**config.mk**
```make
export PLATFORM = sky130hd
export DESIGN_NAME = cpp_comment_stripper_unit_flat
export DESIGN_NICKNAME = d
export VERILOG_FILES = /design/src/hw/rtl/ccs_pkg.sv /design/src/hw/rtl/ccs_ifs.sv /design/src/hw/rtl/ccs_lexer.sv /design/src/hw/rtl/ccs_out_queue.sv /design/src/hw/rtl/cpp_comment_stripper_unit.sv /design/src/flat_wrapper.sv
export SDC_FILE = /design/constraint.sdc
export NUM_CORES = 1
export LEC_CHECK = 0
export BUFFER_PORTS_ARGS = -buffer_cell sky130_fd_sc_hd__buf_2
export CORE_MARGIN = 4
export CORE_UTILIZATION = 23
export CTS_BUF_LIST = sky130_fd_sc_hd__clkbuf_4
export DETAILED_ROUTE_END_ITERATION = 7
export PLACE_DENSITY_LB_ADDON = 0.25
export SLEW_MARGIN = 20
export SYNTH_ARGS = -nofsm -noshare
export SYNTH_HDL_FRONTEND = slang
export SYNTH_SLANG_ARGS = --single-unit
export TNS_END_PERCENT = 100
```
**constraint.sdc**
```tcl
create_clock -name clk -period 4.37 [get_ports clk]
set_clock_uncertainty 0.2 [all_clocks]
set_input_delay 0.437 -clock clk [delete_from_list [all_inputs] [get_ports clk]]
set_output_delay 0.437 -clock clk [all_outputs]
set_load 0.01 [all_outputs]
```
**src/hw/rtl/ccs_pkg.sv**
```systemverilog
// ----------------------------------------------------------------------------
// ccs_pkg: shared types and constants of the comment stripper
// Character codes, lexer modes and the structs passed between the lexer, the
// result queue and the top level.
// ----------------------------------------------------------------------------
`default_nettype none

package ccs_pkg;

  // Width of one text character (UTF-16 code unit).
  localparam int CHAR_W = 16;

  // Characters the lexer reacts to.
  localparam logic [CHAR_W-1:0] CH_NL     = 16'h000A;
  localparam logic [CHAR_W-1:0] CH_STAR   = 16'h002A;
  localparam logic [CHAR_W-1:0] CH_SLASH  = 16'h002F;
  localparam logic [CHAR_W-1:0] CH_BSLASH = 16'h005C;
  localparam logic [CHAR_W-1:0] CH_APOS   = 16'h0027;
  localparam logic [CHAR_W-1:0] CH_QUOTE  = 16'h0022;

  // Result queue geometry.
  localparam int QDEPTH = 4;
  localparam int PTR_W  = $clog2(QDEPTH);
  localparam int CNT_W  = $clog2(QDEPTH + 1);

  // Lexer modes.
  typedef enum logic [2:0] {
    MODE_CODE  = 3'd0,
    MODE_STR   = 3'd1,
    MODE_CHR   = 3'd2,
    MODE_LINE  = 3'd3,
    MODE_BLOCK = 3'd4
  } lex_mode_t;

  // Results produced by one character: count and up to two characters.
  typedef struct packed {
    logic [1:0]        num;
    logic [CHAR_W-1:0] c0;
    logic [CHAR_W-1:0] c1;
  } lex_res_t;

  // One entry of the result queue.
  typedef struct packed {
    logic [CHAR_W-1:0] chr;
    logic              run_end;
  } q_entry_t;

  // Queue status seen by the top level.
  typedef struct packed {
    logic [CNT_W-1:0] count;
  } q_stat_t;

endpackage

`default_nettype wire

```
**src/hw/rtl/ccs_ifs.sv**
```systemverilog
// ----------------------------------------------------------------------------
// ccs_ifs: valid/ready channels of the comment stripper
// One interface for source text characters and one for kept characters.
// ----------------------------------------------------------------------------
`default_nettype none

interface ccs_in_if;
  logic                        valid;
  logic                        ready;
  logic [ccs_pkg::CHAR_W-1:0]  in_char;
  logic                        text_last;

  modport source (output valid, output in_char, output text_last, input ready);
  modport sink   (input valid, input in_char, input text_last, output ready);
endinterface

interface ccs_out_if;
  logic                        valid;
  logic                        ready;
  logic [ccs_pkg::CHAR_W-1:0]  out_char;
  logic                        run_end;

  modport source (output valid, output out_char, output run_end, input ready);
  modport sink   (input valid, input out_char, input run_end, output ready);
endinterface

`default_nettype wire

```
**src/hw/rtl/ccs_lexer.sv**
```systemverilog
// ----------------------------------------------------------------------------
// ccs_lexer: lexical state machine of the comment stripper
// Takes one registered character per cycle, updates the lexer state and
// reports the zero, one or two characters that are kept.
// ----------------------------------------------------------------------------
`default_nettype none

module ccs_lexer (
  input  wire logic                       clk,
  input  wire logic                       rst_n,
  input  wire logic                       chr_vld,
  input  wire logic [ccs_pkg::CHAR_W-1:0] chr,
  input  wire logic                       chr_last,
  output ccs_pkg::lex_res_t               res
);

  ccs_pkg::lex_mode_t mode_r, mode_nxt;
  logic esc_r, esc_nxt;
  logic slash_r, slash_nxt;
  logic star_r, star_nxt;

  // State registers.
  always_ff @(posedge clk) begin
    if (!rst_n) begin
      mode_r  <= ccs_pkg::MODE_CODE;
      esc_r   <= 1'b0;
      slash_r <= 1'b0;
      star_r  <= 1'b0;
    end else if (chr_vld) begin
      mode_r  <= mode_nxt;
      esc_r   <= esc_nxt;
      slash_r <= slash_nxt;
      star_r  <= star_nxt;
    end
  end

  // Next state and kept characters.
  always_comb begin
    mode_nxt  = mode_r;
    esc_nxt   = esc_r;
    slash_nxt = slash_r;
    star_nxt  = star_r;
    res.num   = 2'd0;
    res.c0    = chr;
    res.c1    = chr;

    case (mode_r)
      ccs_pkg::MODE_STR, ccs_pkg::MODE_CHR: begin
        res.num = 2'd1;
        if (esc_r) begin
          esc_nxt = 1'b0;
        end else if (chr == ccs_pkg::CH_BSLASH) begin
          esc_nxt = 1'b1;
        end else if (mode_r == ccs_pkg::MODE_STR && chr == ccs_pkg::CH_QUOTE) begin
          mode_nxt = ccs_pkg::MODE_CODE;
        end else if (mode_r == ccs_pkg::MODE_CHR && chr == ccs_pkg::CH_APOS) begin
          mode_nxt = ccs_pkg::MODE_CODE;
        end
      end
      ccs_pkg::MODE_LINE: begin
        if (chr == ccs_pkg::CH_NL) begin
          res.num  = 2'd1;
          mode_nxt = ccs_pkg::MODE_CODE;
        end
      end
      ccs_pkg::MODE_BLOCK: begin
        if (star_r && chr == ccs_pkg::CH_SLASH) begin
          star_nxt = 1'b0;
          mode_nxt = ccs_pkg::MODE_CODE;
        end else begin
          star_nxt = (chr == ccs_pkg::CH_STAR);
          if (chr == ccs_pkg::CH_NL) begin
            res.num = 2'd1;
          end
        end
      end
      default: begin
        // Code mode; unused mode codes behave the same way.
        mode_nxt = ccs_pkg::MODE_CODE;
        esc_nxt  = 1'b0;
        if (slash_r) begin
          slash_nxt = 1'b0;
          if (chr == ccs_pkg::CH_SLASH) begin
            mode_nxt = ccs_pkg::MODE_LINE;
          end else if (chr == ccs_pkg::CH_STAR) begin
            mode_nxt = ccs_pkg::MODE_BLOCK;
            star_nxt = 1'b0;
          end else begin
            // The held slash goes out first, then this character.
            res.num = 2'd2;
            res.c0  = ccs_pkg::CH_SLASH;
            if (chr == ccs_pkg::CH_QUOTE) begin
              mode_nxt = ccs_pkg::MODE_STR;
            end else if (chr == ccs_pkg::CH_APOS) begin
              mode_nxt = ccs_pkg::MODE_CHR;
            end
          end
        end else if (chr == ccs_pkg::CH_SLASH) begin
          if (chr_last) begin
            res.num = 2'd1;
          end else begin
            slash_nxt = 1'b1;
          end
        end else begin
          res.num = 2'd1;
          if (chr == ccs_pkg::CH_QUOTE) begin
            mode_nxt = ccs_pkg::MODE_STR;
          end else if (chr == ccs_pkg::CH_APOS) begin
            mode_nxt = ccs_pkg::MODE_CHR;
          end
        end
      end
    endcase

    // End of text: everything returns to its reset value.
    if (chr_last) begin
      mode_nxt  = ccs_pkg::MODE_CODE;
      esc_nxt   = 1'b0;
      slash_nxt = 1'b0;
      star_nxt  = 1'b0;
    end

    if (!chr_vld) begin
      res.num = 2'd0;
    end
  end

endmodule

`default_nettype wire

```
**src/hw/rtl/ccs_out_queue.sv**
```systemverilog
// ----------------------------------------------------------------------------
// ccs_out_queue: result queue of the comment stripper
// Small queue that takes up to two kept characters per cycle and hands one
// per transfer to the result channel.
// ----------------------------------------------------------------------------
`default_nettype none

module ccs_out_queue (
  input  wire logic                       clk,
  input  wire logic                       rst_n,
  input  ccs_pkg::lex_res_t               push,
  input  wire logic                       pop,
  output ccs_pkg::q_entry_t               head,
  output ccs_pkg::q_stat_t                stat
);

  ccs_pkg::q_entry_t mem [ccs_pkg::QDEPTH];

  logic [ccs_pkg::PTR_W-1:0] wr_ptr_r, wr_ptr_nxt;
  logic [ccs_pkg::PTR_W-1:0] rd_ptr_r, rd_ptr_nxt;
  logic [ccs_pkg::CNT_W-1:0] count_r, count_nxt;
  logic [ccs_pkg::PTR_W-1:0] wr_ptr_p1;

  assign wr_ptr_p1 = wr_ptr_r + {{(ccs_pkg::PTR_W-1){1'b0}}, 1'b1};

  // Pointer and fill count update.
  always_comb begin
    wr_ptr_nxt = wr_ptr_r + ccs_pkg::PTR_W'(push.num);
    rd_ptr_nxt = rd_ptr_r + {{(ccs_pkg::PTR_W-1){1'b0}}, pop};
    count_nxt  = count_r + ccs_pkg::CNT_W'(push.num)
               - {{(ccs_pkg::CNT_W-1){1'b0}}, pop};
  end

  always_ff @(posedge clk) begin
    if (!rst_n) begin
      wr_ptr_r <= '0;
      rd_ptr_r <= '0;
      count_r  <= '0;
    end else begin
      wr_ptr_r <= wr_ptr_nxt;
      rd_ptr_r <= rd_ptr_nxt;
      count_r  <= count_nxt;
    end
  end

  // Entry storage; the last character of an input carries run_end.
  always_ff @(posedge clk) begin
    if (push.num != 2'd0) begin
      mem[wr_ptr_r].chr     <= push.c0;
      mem[wr_ptr_r].run_end <= (push.num == 2'd1);
    end
    if (push.num == 2'd2) begin
      mem[wr_ptr_p1].chr     <= push.c1;
      mem[wr_ptr_p1].run_end <= 1'b1;
    end
  end

  assign head       = mem[rd_ptr_r];
  assign stat.count = count_r;

endmodule

`default_nettype wire

```
**src/hw/rtl/cpp_comment_stripper_unit.sv**
```systemverilog
// ----------------------------------------------------------------------------
// cpp_comment_stripper_unit: C/C++ comment removal on a character stream
// Drops line and block comments, keeps their newlines, and leaves comment
// markers inside string and character literals alone.
// ----------------------------------------------------------------------------
// The block takes one character per clock cycle while the result queue has
// room. A character first sits in the input register, where the lexer decides
// what it keeps, and its results then wait in a four-entry result queue. Most
// characters give zero or one result; a slash held back and followed by an
// ordinary character gives two, and those take two output transfers. Input
// ready is set by the space left in the result queue: the queue must have
// room for two results of the character in the input register plus two for
// the new one, after the current output transfer. run_end marks the last
// result that a character produced, and the lexer returns to code mode after
// the character flagged text_last.
// ----------------------------------------------------------------------------
`default_nettype none

module cpp_comment_stripper_unit (
  input  wire logic clk,
  input  wire logic rst_n,
  ccs_in_if.sink    in_ch,
  ccs_out_if.source out_ch
);

  logic                       stg_vld_r;
  logic [ccs_pkg::CHAR_W-1:0] stg_chr_r;
  logic                       stg_last_r;
  logic                       in_xfer;
  logic                       out_xfer;
  logic [ccs_pkg::CNT_W-1:0]  occ;
  logic [ccs_pkg::CNT_W-1:0]  resv;
  ccs_pkg::lex_res_t          res;
  ccs_pkg::q_entry_t          head;
  ccs_pkg::q_stat_t           stat;

  // Handshakes and queue space check.
  assign out_xfer    = out_ch.valid && out_ch.ready;
  assign in_xfer     = in_ch.valid && in_ch.ready;
  assign occ         = stat.count - {{(ccs_pkg::CNT_W-1){1'b0}}, out_xfer};
  assign resv        = stg_vld_r ? ccs_pkg::CNT_W'(2) : '0;
  assign in_ch.ready = (occ + resv) <= ccs_pkg::CNT_W'(ccs_pkg::QDEPTH - 2);

  // Input register.
  always_ff @(posedge clk) begin
    if (!rst_n) begin
      stg_vld_r <= 1'b0;
    end else begin
      stg_vld_r <= in_xfer;
    end
  end

  always_ff @(posedge clk) begin
    if (in_xfer) begin
      stg_chr_r  <= in_ch.in_char;
      stg_last_r <= in_ch.text_last;
    end
  end

  ccs_lexer u_lexer (
    .clk      (clk),
    .rst_n    (rst_n),
    .chr_vld  (stg_vld_r),
    .chr      (stg_chr_r),
    .chr_last (stg_last_r),
    .res      (res)
  );

  ccs_out_queue u_queue (
    .clk   (clk),
    .rst_n (rst_n),
    .push  (res),
    .pop   (out_xfer),
    .head  (head),
    .stat  (stat)
  );

  // Result channel.
  assign out_ch.valid    = (stat.count != '0);
  assign out_ch.out_char = head.chr;
  assign out_ch.run_end  = head.run_end;

  // The queue never holds more entries than it has.
  a_count_bound : assert property (@(posedge clk) disable iff (!rst_n)
    stat.count <= ccs_pkg::CNT_W'(ccs_pkg::QDEPTH))
    else $error("result queue count above depth");

  // Results of the registered character always find room in the queue.
  a_no_overflow : assert property (@(posedge clk) disable iff (!rst_n)
    (res.num != 2'd0) |->
      ((occ + ccs_pkg::CNT_W'(res.num)) <= ccs_pkg::CNT_W'(ccs_pkg::QDEPTH)))
    else $error("result queue overflow");

  // A transfer on the input channel fills the input register next cycle.
  a_stage_fill : assert property (@(posedge clk) disable iff (!rst_n)
    in_xfer |=> stg_vld_r)
    else $error("input register not loaded after transfer");

endmodule

`default_nettype wire

```
**src/flat_wrapper.sv**
```systemverilog
// flat-port wrapper written by rule: the top's interface ports become plain ports
module cpp_comment_stripper_unit_flat 
  (clk, rst_n, in_ch_valid, in_ch_in_char, in_ch_text_last, in_ch_ready, out_ch_valid, out_ch_out_char, out_ch_run_end, out_ch_ready);
  ccs_in_if in_ch_i ();
  ccs_out_if out_ch_i ();
  input  wire logic clk;
  input  wire logic rst_n;
  input wire logic [$bits(in_ch_i.valid)-1:0] in_ch_valid;
  input wire logic [$bits(in_ch_i.in_char)-1:0] in_ch_in_char;
  input wire logic [$bits(in_ch_i.text_last)-1:0] in_ch_text_last;
  output wire logic [$bits(in_ch_i.ready)-1:0] in_ch_ready;
  output wire logic [$bits(out_ch_i.valid)-1:0] out_ch_valid;
  output wire logic [$bits(out_ch_i.out_char)-1:0] out_ch_out_char;
  output wire logic [$bits(out_ch_i.run_end)-1:0] out_ch_run_end;
  input wire logic [$bits(out_ch_i.ready)-1:0] out_ch_ready;
  assign in_ch_i.valid = in_ch_valid;
  assign in_ch_i.in_char = in_ch_in_char;
  assign in_ch_i.text_last = in_ch_text_last;
  assign in_ch_ready = in_ch_i.ready;
  assign out_ch_valid = out_ch_i.valid;
  assign out_ch_out_char = out_ch_i.out_char;
  assign out_ch_run_end = out_ch_i.run_end;
  assign out_ch_i.ready = out_ch_ready;
  cpp_comment_stripper_unit u_core (.clk(clk), .rst_n(rst_n), .in_ch(in_ch_i), .out_ch(out_ch_i));
endmodule
```
After elaboration in Yosys (flattened, before gate mapping)
Memory sizes are Yosys's and may differ from the RTL's. A register that Yosys moved wholly into a read port is not among the register bits.
Cells that the tools add are included.
{ "word_totals": {"reg_bits": 31, "ram_bits": 68, "out_inout_bits": 19, "elab_cells": 102, "mem_count": 1} }
{ "mem_list": {"columns": ["memory", "depth", "word_bits", "rd", "rd_ports_with_merged_regs", "wr", "line", "source"], "rows": [
  ["u_core.u_queue.mem", 4, 17, 1, 1, 2, "ccs_out_queue.sv:17", "ccs_pkg::q_entry_t mem [ccs_pkg::QDEPTH];"]
]} }
{ "classes": {"n_addsub": 7, "n_lt_le_gt_ge": 1, "n_eq_ne": 21, "muxes": 45, "reduce_logical": 17} }
{ "op_table": {"columns": ["operator", "count"], "rows": [
  ["$eq A16 B6 Y1 const B", 4],
  ["$mux W18", 2],
  ["$mux W3", 12],
  ["$mux W16", 2],
  ["$mux W1", 18],
  ["$eq A16 B4 Y1 const B", 1],
  ["$eq A16 B7 Y1 const B", 1],
  ["$mux W2", 7],
  ["$ne A3 B2 Y1 const B", 4],
  ["$pmux W3 S3", 1],
  ["$reduce_bool A3 Y1", 3],
  ["$eq A3 B2 Y1 const B", 2],
  ["$ne A2 B1 Y1 const B", 3],
  ["$pmux W2 S3", 1],
  ["$reduce_and A6 Y1", 1],
  ["$sub A3 B1 Y3", 2],
  ["$logic_and A1 B1 Y1", 5],
  ["$reduce_and A5 Y1", 1],
  ["$ne A4 B3 Y1 const B", 1],
  ["$pmux W1 S2", 2],
  ["$reduce_and A2 Y1", 2],
  ["$reduce_or A2 Y1", 2],
  ["$reduce_or A4 Y1", 1],
  ["$add A3 B2 Y3", 1],
  ["other kinds (12)", 12]
]} }

Longest topological paths before layout
Gate-level depths: netlist of the first run.
{ "depth": {"depth_word": 9, "depth_mapped": 13} }

Modules after synthesis
From an unflattened synthesis of the first run, not the netlist that was laid out.
{ "unflattened": {"cells_unflattened": 416, "hier_area_um2": 5397.7} }
{ "modules_own_cells": {"columns": ["module", "instances", "cells_each", "area_each_um2", "seq_area_each_um2"], "rows": [
  ["ccs_out_queue", 1, 254, 3799.9, 2142.1],
  ["ccs_lexer", 1, 128, 938.4, 120.1],
  ["cpp_comment_stripper_unit", 1, 34, 659.4, 530.5]
]} }

Worst setup path after synthesis of the first run
No wires, ideal clock.
{ "synth_timing": {"path_kind": "register -> register", "startpoint": "register u_core.stg_chr_r[0] (netlist name)", "endpoint": "register u_core.u_queue.count_r (netlist bit u_core.u_queue.stat[2])", "setup_ns": 0.115, "arrival_ns": 3.273, "required_ns": 4.055, "setup_slack_ns": 0.782, "path_stages_with_launch": 14, "n_path_buf": 1, "synth_period_minus_slack_ns": 3.588, "path_cell_list": "edfxtp_1 > buf_6 > or4b_4 > nor4_2 > a21oi_2 > or4_2 > ha_1 > inv_1 > ha_1 > inv_1 > fa_1 > xor2_1 > xnor2_1 > and2_1"} }
{ "synth_between": {"elab_chain_cells": 8} }
{ "synth_lines": {"columns": ["item", "line", "source"], "rows": [
  ["start, declared", "cpp_comment_stripper_unit.sv:27", "logic [ccs_pkg::CHAR_W-1:0] stg_chr_r;"],
  ["start signal, assigned", "cpp_comment_stripper_unit.sv:55", "stg_chr_r <= in_ch.in_char;"],
  ["$eq A16 B6 Y1", "ccs_lexer.sv:85", "end else if (chr == ccs_pkg::CH_STAR) begin"],
  ["$mux W18", "ccs_lexer.sv:85", null],
  ["$mux W18", "ccs_lexer.sv:83", "if (chr == ccs_pkg::CH_SLASH) begin"],
  ["$mux W2", "ccs_lexer.sv:81", "if (slash_r) begin"],
  ["$pmux W2 S3 (*)", "ccs_lexer.sv:47", "case (mode_r)"],
  ["$mux W2 (*)", "ccs_lexer.sv:123", "if (!chr_vld) begin"],
  ["$add A3 B2 Y3 (*)", "ccs_out_queue.sv:30", "count_nxt = count_r + ccs_pkg::CNT_W'(push.num)"],
  ["$sub A3 B1 Y3 (*)", "ccs_out_queue.sv:31", "- {{(ccs_pkg::CNT_W-1){1'b0}}, pop};"],
  ["end signal, assigned", "ccs_out_queue.sv:42", "count_r <= count_nxt;"],
  ["end, declared", "ccs_out_queue.sv:21", "logic [ccs_pkg::CNT_W-1:0] count_r, count_nxt;"]
]} }
Mark *: on every way between the ends. The rest lies on a longest branch, timed or not.
A chain may end at the register's enable or synchronous reset.

Worst setup path after layout of the first run
Ends and elaborated chain as after synthesis.

==> results of run 1 <==
==> sequential cells by signal (all words and copies together), names as in the netlist, 2 cells and up <==
| signal | cells |
|---|---|
| u_core.u_lexer.mode_r | 3 |
| u_core.u_queue.wr_ptr_r | 2 |
| u_core.u_queue.stat | 3 |
| u_core.stg_chr_r | 16 |
| u_core.u_queue.rd_ptr_r | 2 |
| u_core.u_queue.mem | 68 |
==> per-layer routing <==
layer | share of wire | vias to the layer above
li1 | - | 1443
met1 | 0.48 | 1516
met2 | 0.46 | 74
met3 | 0.039 | 12
met4 | 0.021 | 0
met5 | 0 | -
==> kinds of logic (layout without fill, tap and decap cells) <==
logic type | Yosys count | count (layout) | share of synthesized area
and+or+nand+nor | 138 | 138 | 0.170
DFF | 99 | 99 | 0.595
xor gates and xnor gates | 9 | 9 | 0.0168
AOI/OAI and AO/OA | 53 | 53 | 0.0829
other | 0 | 1 | 0
muxes | 17 | 17 | 0.0816
adders and majority gates | 9 | 9 | 0.0256
buffers and inverters | 29 | 98 | 0.0285
==> cell type report <==
cell class / instances / area, sq um / area share
diodes: 1 / 2.50 / 0.000450
clock inverters: 6 / 71.3 / 0.0128
well taps: 265 / 332 / 0.0597
inverters: 13 / 48.8 / 0.00878
clock buffers: 9 / 67.6 / 0.0122
multi-input cells: 226 / 1770 / 0.318
flip-flops and latches: 99 / 2790 / 0.503
repair buffers: 70 / 473 / 0.0851
==> cells in the final DEF, fill, tap and decap left out, drive strengths merged, types with 3 or more instances in the layout <==
master | netlist | final
nand2 | 14 | 14
a21boi | 3 | 3
buf | 4 | 52
dlygate4sd3 | 0 | 18
nor4 | 3 | 3
a21oi | 18 | 18
and2 | 52 | 52
nor2b | 5 | 5
dfxtp | 18 | 18
clkbuf | 12 | 9
nor3 | 4 | 4
xnor2 | 6 | 6
xor2 | 3 | 3
inv | 13 | 16
or4 | 3 | 3
or3 | 4 | 4
o21ai | 6 | 6
a21o | 12 | 12
edfxtp | 81 | 81
nor2 | 23 | 23
mux4 | 17 | 17
and3 | 5 | 5
ha | 8 | 8
nand3 | 11 | 11
==> metrics by stage <==
| stage | hold slack (ps) | power [mW] | util | instance area (sq um) | std cells |
|---|---|---|---|---|---|
| 2_1_floorplan | 221 | 1.95 | - | 4690 | 354 |
| 3_3_place_gp | 239 | 2.30 | 0.265 | 5230 | 655 |
| 3_5_place_dp | 245 | 2.32 | 0.265 | 5230 | 655 |
| 4_1_cts | 103 | 2.83 | 0.281 | 5550 | 688 |
| 5_1_grt | 104 | 2.97 | 0.281 | 5560 | 689 |
| 6_report | 115 | 2.78 | 0.281 | 5560 | 689 |
==> path summary, 6_finish.rpt <==
| kind | end | slack, ps | start |
|---|---|---|---|
| worst max-delay path | u_core.u_queue.stat[2]$_SDFF_PN0_ | 560 | u_core.stg_chr_r[0]$_DFFE_PP_ |
| worst min-delay path | u_core.u_queue.stat[1]$_SDFF_PN0_ | 110 | rst_n |
| worst max register to register | u_core.u_queue.stat[2]$_SDFF_PN0_ | 560 | u_core.stg_chr_r[0]$_DFFE_PP_ |
| worst min register to register | u_core.u_queue.mem[1][0]$_SDFFE_PP1P_ | 270 | u_core.u_queue.mem[1][0]$_SDFFE_PP1P_ |
==> power by group <==
part / total [mW] / leakage, nW / switching, mW / internal [mW]
combinational: 0.872 / 1.05 / 0.468 / 0.403
sequential: 1.40 / 0.960 / 0.173 / 1.23
clock: 0.511 / 0.0694 / 0.333 / 0.178
total: 2.78 / 2.08 / 0.975 / 1.81
==> impl_metrics.xml, run 1 <==
<?xml version="1.0" encoding="UTF-8"?>
<metrics>
  <group name="run_status">
    <metric name="status" unit="">completed</metric>
  </group>
  <group name="clocking">
    <metric name="postCtsSetupRepairBufs" unit="">0</metric>
    <metric name="cts_buffers" unit="">9</metric>
    <metric name="clock_path_buffers" unit="">2</metric>
    <metric name="clk_latency" unit="ps">470</metric>
    <metric name="h-tree-depth" unit="">3</metric>
    <metric name="holdBufCountCts" unit="">18</metric>
    <metric name="tritoncts_clock_tree" unit="">built</metric>
    <metric name="cts_root_buf" unit="">clkbuf_4</metric>
    <metric name="cts_resized" unit="">0</metric>
    <metric name="clkTransAtPathRegs" unit="ps">160</metric>
    <metric name="cts_sinks" unit="">99</metric>
  </group>
  <group name="global_route">
    <metric name="grt_max_degree" unit="">19</metric>
    <metric name="number_of_global_route_vias_before_repair" unit="">3128</metric>
    <metric name="gr-total-overflow" unit="">0</metric>
    <metric name="grtUsageTotal" unit="">0.103</metric>
    <metric name="busiest_layer_in_global_routing" unit="">met2</metric>
    <metric name="globalRouteMet3Util" unit="">0.0141</metric>
    <metric name="grt.met2_usage" unit="">0.161</metric>
    <metric name="grt_first_pass_wirelength" unit="mm">17.9</metric>
    <metric name="grt.met1_usage" unit="">0.143</metric>
    <metric name="antenna_violations_before_repair" unit="">1</metric>
  </group>
  <group name="detailed_routing">
    <metric name="drt-total-wl" unit="mm">11.2</metric>
    <metric name="drtPass1Iterations" unit="">5</metric>
    <metric name="drc_errors" unit="">0</metric>
    <metric name="drt_iter0_markers" unit="">279</metric>
    <metric name="vias" unit="">3045</metric>
    <metric name="route.antenna.remaining_nets" unit="">0</metric>
    <metric name="routed_wire_length_per_instance" unit="um">16.3</metric>
    <metric name="drt-vias-per-instance" unit="">4.42</metric>
  </group>
  <group name="worst_setup_path">
    <metric name="critical_path.endpoint_type" unit="">flop</metric>
    <metric name="timing.critical_path.max_delay_family" unit="">simple AND/OR/NAND/NOR gates</metric>
    <metric name="cell_with_the_largest_stage_delay_on_the_worst_path" unit="">or4_2</metric>
    <metric name="critical-path-max-stage-delay" unit="ps">650</metric>
    <metric name="critPathMaxFanout" unit="">8</metric>
    <metric name="setup.worst_path.class" unit="">reg2reg</metric>
    <metric name="cp-start-kind" unit="">flop</metric>
    <metric name="number_of_logic_stages_on_the_critical_path_including_buffering" unit="">12</metric>
    <metric name="crit_chain" unit="">or4b_4 &gt; nor4_2 &gt; a21oi_2 &gt; or4_2 &gt; ha_1 &gt; inv_1 &gt; ha_1 &gt; inv_1 &gt; fa_1 &gt; xor2_1 &gt; xnor2_1 &gt; and2_1</metric>
    <metric name="worst_ep_required_time" unit="ps">4550</metric>
    <metric name="worst_r2r_path_depth" unit="">12</metric>
    <metric name="cp_data_arrival_time" unit="ps">3990</metric>
    <metric name="critical_path.n_buffers_inverters" unit="">2</metric>
  </group>
  <group name="floorplanning">
    <metric name="initial_utilization" unit="">0.237</metric>
    <metric name="chipWidth" unit="um">151</metric>
    <metric name="rows" unit="">51</metric>
    <metric name="core_region_area" unit="sq mm">0.0198</metric>
    <metric name="die_y" unit="um">151</metric>
    <metric name="io_count" unit="">40</metric>
    <metric name="floorplan.die_area" unit="sq mm">0.0228</metric>
  </group>
  <group name="logic_synthesis">
    <metric name="post_synth.cell_area_avg" unit="sq um">13.3</metric>
    <metric name="synth_enable_flop_cells" unit="">81</metric>
    <metric name="synth_commonest_cells" unit="">edfxtp_1 (81), and2_1 (50), nor2_1 (23), dfxtp_1 (18)</metric>
    <metric name="synth_cells" unit="">354</metric>
    <metric name="yosysTopAreaCellShare" unit="">0.518</metric>
    <metric name="postSynthNetCount" unit="">384</metric>
    <metric name="synth_area_leaders" unit="">edfxtp_1 (52%), mux4_2 (8.2%), dfxtp_1 (7.7%), and2_1 (6.7%), ha_1 (2.1%)</metric>
    <metric name="post-synth-top-area-cell" unit="">edfxtp_1</metric>
    <metric name="synthMostInstantiatedCell" unit="">edfxtp_1</metric>
    <metric name="ys_warns" unit="">0</metric>
    <metric name="yosysUniqueCellTypes" unit="">57</metric>
    <metric name="postSynthRegisterBits" unit="">99</metric>
    <metric name="synth_async_sr_flop_share" unit="">0</metric>
    <metric name="seq_area_frac_synth" unit="">0.595</metric>
    <metric name="mapped_area" unit="sq mm">0.00469</metric>
    <metric name="postSynth.topFlopCell" unit="">edfxtp_1</metric>
  </group>
  <group name="power_and_ir_drop">
    <metric name="leakage" unit="nW">2.08</metric>
    <metric name="p_per_area" unit="mW/mm^2">501</metric>
    <metric name="irDropWorstVdd" unit="mV">0.180</metric>
  </group>
  <group name="min_path">
    <metric name="min_delay_path_depth" unit="">2</metric>
    <metric name="timing.hold.worst.class" unit="">in2reg</metric>
  </group>
  <group name="timing">
    <metric name="fin_ws" unit="ps">562</metric>
    <metric name="final-hold-violation-count" unit="">0</metric>
    <metric name="final_count_of_pins_violating_max_slew" unit="">0</metric>
    <metric name="fin_setup_tns" unit="ps">0</metric>
    <metric name="unrepaired_setup_endpoints_after_global_routing" unit="">false</metric>
    <metric name="final_period_minus_worst_setup_slack" unit="ps">3810</metric>
    <metric name="slew_headroom" unit="">0.320</metric>
    <metric name="worst_slew_pin_slew" unit="ps">1020</metric>
    <metric name="max_clock_freq" unit="MHz">263</metric>
    <metric name="final_report_setup_violation_count" unit="">0</metric>
    <metric name="final_period_util" unit="">0.871</metric>
  </group>
  <group name="run">
    <metric name="cap_viol_max_count" unit="">0</metric>
  </group>
  <group name="placement">
    <metric name="setup_slack_at_placement" unit="ps">584</metric>
    <metric name="globalplace.congestion" unit="">0.835</metric>
    <metric name="buffer_ports.inserted" unit="">39</metric>
    <metric name="dp_hpwl" unit="mm">7.61</metric>
  </group>
  <group name="layout">
    <metric name="nets_final" unit="">449</metric>
    <metric name="area_delta_synth_final" unit="%">18.3</metric>
    <metric name="drive_above_1_share" unit="">0.241</metric>
    <metric name="layout.filler_cells" unit="">2065</metric>
  </group>
</metrics>
Note: power is estimated with default switching activity, not from simulation.
==> run 2, diff against run 1 <==
--- a/config.mk
+++ b/config.mk
@@ -10,7 +10,6 @@
 export CORE_UTILIZATION = 23
 export CTS_BUF_LIST = sky130_fd_sc_hd__clkbuf_4
 export DETAILED_ROUTE_END_ITERATION = 7
-export PLACE_DENSITY_LB_ADDON = 0.25
 export SLEW_MARGIN = 20
 export SYNTH_ARGS = -nofsm -noshare
 export SYNTH_HDL_FRONTEND = slang
==> impl_metrics.xml, run 2 (synthesis gave the netlist of run 1 again) <==
<?xml version="1.0" encoding="UTF-8"?>
<metrics>
  <group name="layout">
    <metric name="final_common_cell" unit="">edfxtp_1</metric>
    <metric name="max_flop_register" unit="">u_core.u_queue.mem</metric>
    <metric name="biggestRegsByFlops" unit="">u_core.u_queue.mem: 68 flops, u_core.stg_chr_r: 16 flops</metric>
    <metric name="drive_above_1_share" unit="">0.232</metric>
    <metric name="fin_cells" unit="">684</metric>
    <metric name="area_taken_by_flip_flops_and_latches" unit="sq mm">0.00279</metric>
    <metric name="final_cell_mix" unit="">edfxtp_1 (81), and2_1 (50), buf_2 (39)</metric>
    <metric name="largest_register_ffs" unit="">68</metric>
    <metric name="area_delta_synth_final" unit="%">17.4</metric>
    <metric name="fin_util" unit="">0.279</metric>
    <metric name="multi_input_area" unit="sq mm">0.00177</metric>
    <metric name="nets_final" unit="">443</metric>
    <metric name="layout.filler_cells" unit="">2027</metric>
    <metric name="fin_area" unit="sq mm">0.00551</metric>
  </group>
  <group name="timing">
    <metric name="slew_headroom" unit="">0.363</metric>
    <metric name="final-hold-violation-count" unit="">0</metric>
    <metric name="final_period_util" unit="">0.881</metric>
    <metric name="fin_setup_tns" unit="ps">0</metric>
    <metric name="fin_ws" unit="ps">522</metric>
    <metric name="hold_ws" unit="ps">117</metric>
    <metric name="worst_slew_pin_slew" unit="ps">954</metric>
    <metric name="final_count_of_pins_violating_max_slew" unit="">0</metric>
    <metric name="final_report_setup_violation_count" unit="">0</metric>
    <metric name="max_clock_freq" unit="MHz">260</metric>
    <metric name="final_period_minus_worst_setup_slack" unit="ps">3850</metric>
    <metric name="unrepaired_setup_endpoints_after_global_routing" unit="">false</metric>
  </group>
  <group name="floorplanning">
    <metric name="floorplan.die_area" unit="sq mm">0.0228</metric>
    <metric name="rows" unit="">51</metric>
    <metric name="io_count" unit="">40</metric>
    <metric name="chipWidth" unit="um">151</metric>
    <metric name="die_y" unit="um">151</metric>
    <metric name="core_region_area" unit="sq mm">0.0198</metric>
    <metric name="initial_utilization" unit="">0.237</metric>
  </group>
  <group name="clocking">
    <metric name="clock_path_buffers" unit="">2</metric>
    <metric name="tritoncts_clock_tree" unit="">built</metric>
    <metric name="cts_resized" unit="">0</metric>
    <metric name="clk_latency" unit="ps">450</metric>
    <metric name="clkTransAtPathRegs" unit="ps">160</metric>
    <metric name="cts_sinks" unit="">99</metric>
    <metric name="h-tree-depth" unit="">3</metric>
    <metric name="cts_buffers" unit="">9</metric>
    <metric name="cts_root_buf" unit="">clkbuf_4</metric>
  </group>
  <group name="worst_setup_path">
    <metric name="reg2reg_setup_slack" unit="ps">520</metric>
    <metric name="cell_with_the_largest_stage_delay_on_the_worst_path" unit="">or4_2</metric>
    <metric name="cp-start-kind" unit="">flop</metric>
    <metric name="critical_path.endpoint_type" unit="">flop</metric>
    <metric name="critical-path-max-stage-delay" unit="ps">650</metric>
    <metric name="critPathMaxFanout" unit="">8</metric>
    <metric name="r2r_start" unit="">u_core.stg_chr_r[13]$_DFFE_PP_</metric>
    <metric name="worst_ep_required_time" unit="ps">4540</metric>
    <metric name="crit-reg2reg-capture" unit="">u_core.u_queue.stat[2]$_SDFF_PN0_</metric>
    <metric name="crit_chain" unit="">nor4_1 &gt; buf_4 &gt; and3_1 &gt; a21oi_2 &gt; or4_2 &gt; ha_1 &gt; inv_1 &gt; ha_1 &gt; inv_1 &gt; fa_1 &gt; xor2_1 &gt; xnor2_1 &gt; and2_1</metric>
    <metric name="cp_data_arrival_time" unit="ps">4020</metric>
    <metric name="setup.worst_path.class" unit="">reg2reg</metric>
    <metric name="crit_path_start" unit="">u_core.stg_chr_r[13]$_DFFE_PP_</metric>
    <metric name="worst_r2r_path_depth" unit="">13</metric>
  </group>
  <group name="placement">
    <metric name="place_inst" unit="">649</metric>
    <metric name="setup_slack_at_placement" unit="ps">485</metric>
    <metric name="dp_hpwl" unit="mm">7.55</metric>
    <metric name="placement.cell_area" unit="sq mm">0.00519</metric>
    <metric name="buffer_ports.inserted" unit="">39</metric>
    <metric name="globalplace.congestion" unit="">0.885</metric>
  </group>
  <group name="global_route">
    <metric name="grtUsageTotal" unit="">0.0963</metric>
    <metric name="grt_max_degree" unit="">19</metric>
    <metric name="gr-total-overflow" unit="">0</metric>
    <metric name="grt_first_pass_wirelength" unit="mm">16.9</metric>
    <metric name="antenna_violations_before_repair" unit="">1</metric>
    <metric name="number_of_global_route_vias_before_repair" unit="">3005</metric>
  </group>
  <group name="detailed_routing">
    <metric name="drt-vias-per-instance" unit="">4.37</metric>
    <metric name="routed_wire_length_per_instance" unit="um">15.2</metric>
    <metric name="drc_errors" unit="">0</metric>
    <metric name="drtPass1Iterations" unit="">4</metric>
    <metric name="drt_iter0_markers" unit="">272</metric>
    <metric name="drt-total-wl" unit="mm">10.4</metric>
    <metric name="vias" unit="">2988</metric>
    <metric name="route.antenna.remaining_nets" unit="">0</metric>
  </group>
  <group name="power_and_ir_drop">
    <metric name="leakage" unit="nW">2.06</metric>
    <metric name="p_per_area" unit="mW/mm^2">498</metric>
    <metric name="irDropWorstVdd" unit="mV">0.145</metric>
    <metric name="p_total" unit="mW">2.74</metric>
  </group>
  <group name="min_path">
    <metric name="timing.hold.worst.class" unit="">in2reg</metric>
    <metric name="min_delay_worst_endpoint" unit="">u_core.u_lexer.slash_r$_SDFFE_PN0P_</metric>
    <metric name="min_delay_path_depth" unit="">2</metric>
    <metric name="hold_start" unit="">rst_n</metric>
  </group>
  <group name="run">
    <metric name="cap_viol_max_count" unit="">0</metric>
  </group>
  <group name="run_status">
    <metric name="status" unit="">completed</metric>
  </group>
</metrics>
==> run 2: layout make-up <==
type	count	share of cell area
diodes	1	0.000454
clock buffers	9	0.0123
clock inverters	7	0.0134
inverters	13	0.00885
multi-input cells	226	0.321
flip-flops and latches	99	0.507
well taps	265	0.0601
repair buffers	64	0.0776
==> run 2: worst max path at each step <==
stage                                                    to  slack [ps]  depth (start not counted)
after CTS                 u_core.u_queue.stat[2]$_SDFF_PN0_         460                         13
after detailed placement  u_core.u_queue.stat[2]$_SDFF_PN0_         490                         13
after global routing      u_core.u_queue.stat[2]$_SDFF_PN0_         230                         13
after global placement    u_core.u_queue.stat[2]$_SDFF_PN0_         490                         13
after floorplan           u_core.u_queue.stat[2]$_SDFF_PN0_         780                         13
final                     u_core.u_queue.stat[2]$_SDFF_PN0_         520                         13
==> run 2: critical path: cells and delay by family (launching register included) <==
family          cells  cell delay (ps)
fa+ha+maj           3              790
xor+xnor            2              300
buf+inv             3              310
simple gates        4             1590
compound gates      1              140
flops               1              460
==> run 2: report_power, final <==
group          switching, mW  total [mW]  internal, mW
registers              0.198        1.43          1.23
logic                  0.440       0.819         0.379
clock network          0.318       0.498         0.180
total                  0.956        2.74          1.79
==> run 2: routing by layer <==
layer / GRT usage / vias to the layer above / wire (um)
met2: 0.156 / 75 / 5000
met4: 0.0345 / 0 / 165
met5: 0 / - / 0
met1: 0.128 / 1469 / 4860
li1: - / 1433 / -
met3: 0.0192 / 11 / 380
==> run 2: repair_timing <==
item / CTS / global route
hold buffers: 18 / 0
buffers inserted: 0 / 0
endpoints found under the setup margin: 0 / 0
endpoints found under the hold margin: 18 / 0
==> run 3, diff against run 2 <==
--- a/config.mk
+++ b/config.mk
@@ -10,8 +10,10 @@
 export CORE_UTILIZATION = 23
 export CTS_BUF_LIST = sky130_fd_sc_hd__clkbuf_4
 export DETAILED_ROUTE_END_ITERATION = 7
+export GPL_TIMING_DRIVEN = 0
 export SLEW_MARGIN = 20
 export SYNTH_ARGS = -nofsm -noshare
 export SYNTH_HDL_FRONTEND = slang
+export SYNTH_HIERARCHICAL = 1
 export SYNTH_SLANG_ARGS = --single-unit
 export TNS_END_PERCENT = 100
==> impl_metrics.xml, run 3 <==
<?xml version="1.0" encoding="UTF-8"?>
<metrics>
  <group name="timing">
    <metric name="final_period_minus_worst_setup_slack" unit="ps">4100</metric>
    <metric name="final-hold-violation-count" unit="">0</metric>
    <metric name="worst_slew_pin_slew" unit="ps">814</metric>
    <metric name="max_clock_freq" unit="MHz">244</metric>
    <metric name="fin_setup_tns" unit="ps">0</metric>
    <metric name="unrepaired_setup_endpoints_after_global_routing" unit="">false</metric>
    <metric name="final_period_util" unit="">0.937</metric>
    <metric name="final_report_setup_violation_count" unit="">0</metric>
    <metric name="final_count_of_pins_violating_max_slew" unit="">0</metric>
    <metric name="slew_headroom" unit="">0.457</metric>
    <metric name="fin_ws" unit="ps">274</metric>
  </group>
  <group name="logic_synthesis">
    <metric name="seq_area_frac_synth" unit="">0.517</metric>
    <metric name="post_synth.cell_area_avg" unit="sq um">13.0</metric>
    <metric name="yosysUniqueCellTypes" unit="">74</metric>
    <metric name="synthMostInstantiatedCell" unit="">edfxtp_1</metric>
    <metric name="synth_area_leaders" unit="">edfxtp_1 (45%), mux4_2 (7.1%), dfxtp_1 (6.7%), a22o_1 (4.4%), nor2b_1 (2.9%)</metric>
    <metric name="mapped_area" unit="sq mm">0.00540</metric>
    <metric name="synthXorXnorAreaFrac" unit="">0.0174</metric>
    <metric name="ys_warns" unit="">6</metric>
    <metric name="yosys.area_share.simple" unit="">0.165</metric>
    <metric name="synth_cells" unit="">416</metric>
    <metric name="postSynthNetCount" unit="">446</metric>
    <metric name="synthesized_area_fraction_occupied_by_ao_oa_aoi_and_oai_cells" unit="">0.135</metric>
    <metric name="synth_commonest_cells" unit="">edfxtp_1 (81), a22o_1 (27), nor2b_1 (25), nor2_1 (24), dfxtp_1 (18)</metric>
    <metric name="post-synth-top-area-cell" unit="">edfxtp_1</metric>
    <metric name="yosysTopAreaCellShare" unit="">0.451</metric>
    <metric name="postSynth.topFlopCell" unit="">edfxtp_1</metric>
    <metric name="synth_top_family_by_area" unit="">simple AND/OR/NAND/NOR gates</metric>
    <metric name="muxShareOfSynthArea" unit="">0.0728</metric>
    <metric name="synth_async_sr_flop_share" unit="">0</metric>
    <metric name="synth_enable_flop_cells" unit="">81</metric>
    <metric name="postSynthRegisterBits" unit="">99</metric>
    <metric name="synth_fa_ha_area_frac" unit="">0.0223</metric>
  </group>
  <group name="clocking">
    <metric name="clkTransAtPathRegs" unit="ps">160</metric>
    <metric name="cts_sinks" unit="">99</metric>
    <metric name="tritoncts_clock_tree" unit="">built</metric>
    <metric name="cts_buffers" unit="">9</metric>
    <metric name="cts_root_buf" unit="">clkbuf_4</metric>
    <metric name="h-tree-depth" unit="">3</metric>
    <metric name="postCtsSetupRepairBufs" unit="">0</metric>
    <metric name="clk_latency" unit="ps">470</metric>
    <metric name="clock_path_buffers" unit="">2</metric>
  </group>
  <group name="run_status">
    <metric name="status" unit="">completed</metric>
  </group>
  <group name="floorplanning">
    <metric name="chipWidth" unit="um">161</metric>
    <metric name="initial_utilization" unit="">0.236</metric>
    <metric name="die_y" unit="um">161</metric>
    <metric name="rows" unit="">55</metric>
    <metric name="core_region_area" unit="sq mm">0.0228</metric>
    <metric name="floorplan.die_area" unit="sq mm">0.0260</metric>
    <metric name="io_count" unit="">40</metric>
  </group>
  <group name="power_and_ir_drop">
    <metric name="fraction_of_power_consumed_by_combinational_cells" unit="">0.383</metric>
    <metric name="swShare" unit="">0.366</metric>
    <metric name="power_frac_seq" unit="">0.451</metric>
    <metric name="irDropWorstVdd" unit="mV">0.346</metric>
    <metric name="net-switching-power" unit="mW">1.14</metric>
    <metric name="p_total" unit="mW">3.11</metric>
    <metric name="intPower" unit="mW">1.97</metric>
    <metric name="power.clock.fraction" unit="">0.166</metric>
    <metric name="leakage" unit="nW">2.22</metric>
    <metric name="p_per_area" unit="mW/mm^2">485</metric>
  </group>
  <group name="placement">
    <metric name="globalplace.congestion" unit="">0.824</metric>
    <metric name="buffer_ports.inserted" unit="">39</metric>
    <metric name="dp_hpwl" unit="mm">9.20</metric>
    <metric name="setup_slack_at_placement" unit="ps">130</metric>
  </group>
  <group name="worst_setup_path">
    <metric name="setup.worst_path.class" unit="">reg2reg</metric>
    <metric name="r2r_start" unit="">u_core/stg_chr_r[14]$_DFFE_PP_</metric>
    <metric name="cp_data_arrival_time" unit="ps">4290</metric>
    <metric name="cp-start-kind" unit="">flop</metric>
    <metric name="worst_ep_required_time" unit="ps">4560</metric>
    <metric name="worst_r2r_path_depth" unit="">15</metric>
    <metric name="critPathMaxFanout" unit="">10</metric>
    <metric name="crit_path_start" unit="">u_core/stg_chr_r[14]$_DFFE_PP_</metric>
    <metric name="critical_path.endpoint_type" unit="">flop</metric>
  </group>
  <group name="detailed_routing">
    <metric name="drt-vias-per-instance" unit="">4.40</metric>
    <metric name="vias" unit="">3550</metric>
    <metric name="drc_errors" unit="">0</metric>
    <metric name="drt_iter0_markers" unit="">259</metric>
    <metric name="routed_wire_length_per_instance" unit="um">15.4</metric>
    <metric name="route.antenna.remaining_nets" unit="">0</metric>
    <metric name="drtPass1Iterations" unit="">4</metric>
    <metric name="drt-total-wl" unit="mm">12.4</metric>
  </group>
  <group name="global_route">
    <metric name="number_of_global_route_vias_before_repair" unit="">3532</metric>
    <metric name="globalRouteMet3Util" unit="">0.0278</metric>
    <metric name="grt_first_pass_wirelength" unit="mm">19.8</metric>
    <metric name="grt.met1_usage" unit="">0.128</metric>
    <metric name="grt.met2_usage" unit="">0.159</metric>
    <metric name="grt_max_degree" unit="">19</metric>
    <metric name="busiest_layer_in_global_routing" unit="">met2</metric>
    <metric name="gr-total-overflow" unit="">0</metric>
    <metric name="grtUsageTotal" unit="">0.0971</metric>
    <metric name="antenna_violations_before_repair" unit="">0</metric>
  </group>
  <group name="layout">
    <metric name="nets_final" unit="">518</metric>
    <metric name="final_cell_mix" unit="">edfxtp_1 (81), buf_2 (45), a22o_1 (27)</metric>
    <metric name="antenna-diode-count" unit="">0</metric>
    <metric name="final_common_cell" unit="">edfxtp_1</metric>
    <metric name="area_delta_synth_final" unit="%">18.5</metric>
    <metric name="drive_above_1_share" unit="">0.306</metric>
    <metric name="biggestRegsByFlops" unit="">u_core/u_queue/mem: 68 flops, u_core/stg_chr_r: 16 flops</metric>
    <metric name="largest_register_ffs" unit="">68</metric>
    <metric name="max_flop_register" unit="">u_core/u_queue/mem</metric>
  </group>
  <group name="run">
    <metric name="cap_viol_max_count" unit="">0</metric>
  </group>
  <group name="min_path">
    <metric name="min_delay_path_depth" unit="">3</metric>
    <metric name="timing.hold.worst.class" unit="">in2reg</metric>
    <metric name="hold_start" unit="">rst_n</metric>
  </group>
</metrics>
-- run 3: final cells by class --
cell class	instances	area [sq um]
fillers	2396	16500
repair buffers	61	428
clock buffers	9	67.6
clock inverters	7	82.6
multi-input cells	258	2250
inverters	13	48.8
well taps	313	392
flip-flops and latches	99	2790
plain buffers	46	330
-- run 3: cells by family after synthesis --
group / after synthesis
compound gates: 85
simple gates: 137
flops: 99
buf+inv: 59
mux: 18
fa+ha+maj: 9
xor+xnor: 9
-- run 3: what timing repair did --
action,CTS,global route
hold buffers,18,0
hold endpoints to repair,18,0
gates resized for setup,0,1
endpoints found under the setup margin,0,1
-- run 3: power groups by stage --
stage	Combinational [mW]	Clock [mW]	Sequential, mW
final	1.19	0.514	1.40
after global routing	1.32	0.583	1.42
after CTS	1.21	0.543	1.40
after detailed placement	1.20	0	1.42
after global placement	1.16	0	1.42
after floorplan	0.890	0	1.33
-- run 3: routing by layer --
layer | wire, um | up-vias
met5 | 0 | -
met3 | 669 | 9
met1 | 5580 | 1735
met2 | 6000 | 90
li1 | - | 1716
met4 | 128 | 0
-- run 3: critical path, cell delays in order, from the launching register on --
cell and delay (ps):
edfxtp_1 460, or4_4 600, nor4_4 530, a21oi_1 170, o41ai_1 370, nor3_2 140, buf_6 170, inv_1 60
ha_1 220, inv_1 50, ha_1 130, inv_1 50, fa_1 420, xor2_1 180, xnor2_1 120, and2_1 150
-- run 3: per-stage QoR --
stage	instance area (sq um)	hold WS (ps)	util	std cells
after floorplan	5400	239	-	416
after global routing	6400	13.5	0.280	806
after CTS	6390	9.68	0.280	806
final	6400	57.3	0.280	806
after global placement	5980	264	0.262	768
after detailed placement	6060	266	0.265	772
-- run 3: path summary, 6_finish.rpt --
kind                                            end  slack (ps)
setup reg to reg  u_core/u_queue/stat[2]$_SDFF_PN0_         270
setup / recovery  u_core/u_queue/stat[2]$_SDFF_PN0_         270
hold reg to reg   u_core/u_lexer/esc_r$_SDFFE_PN0P_         290
hold / removal          u_core/stg_vld_r$_SDFF_PN0_          60
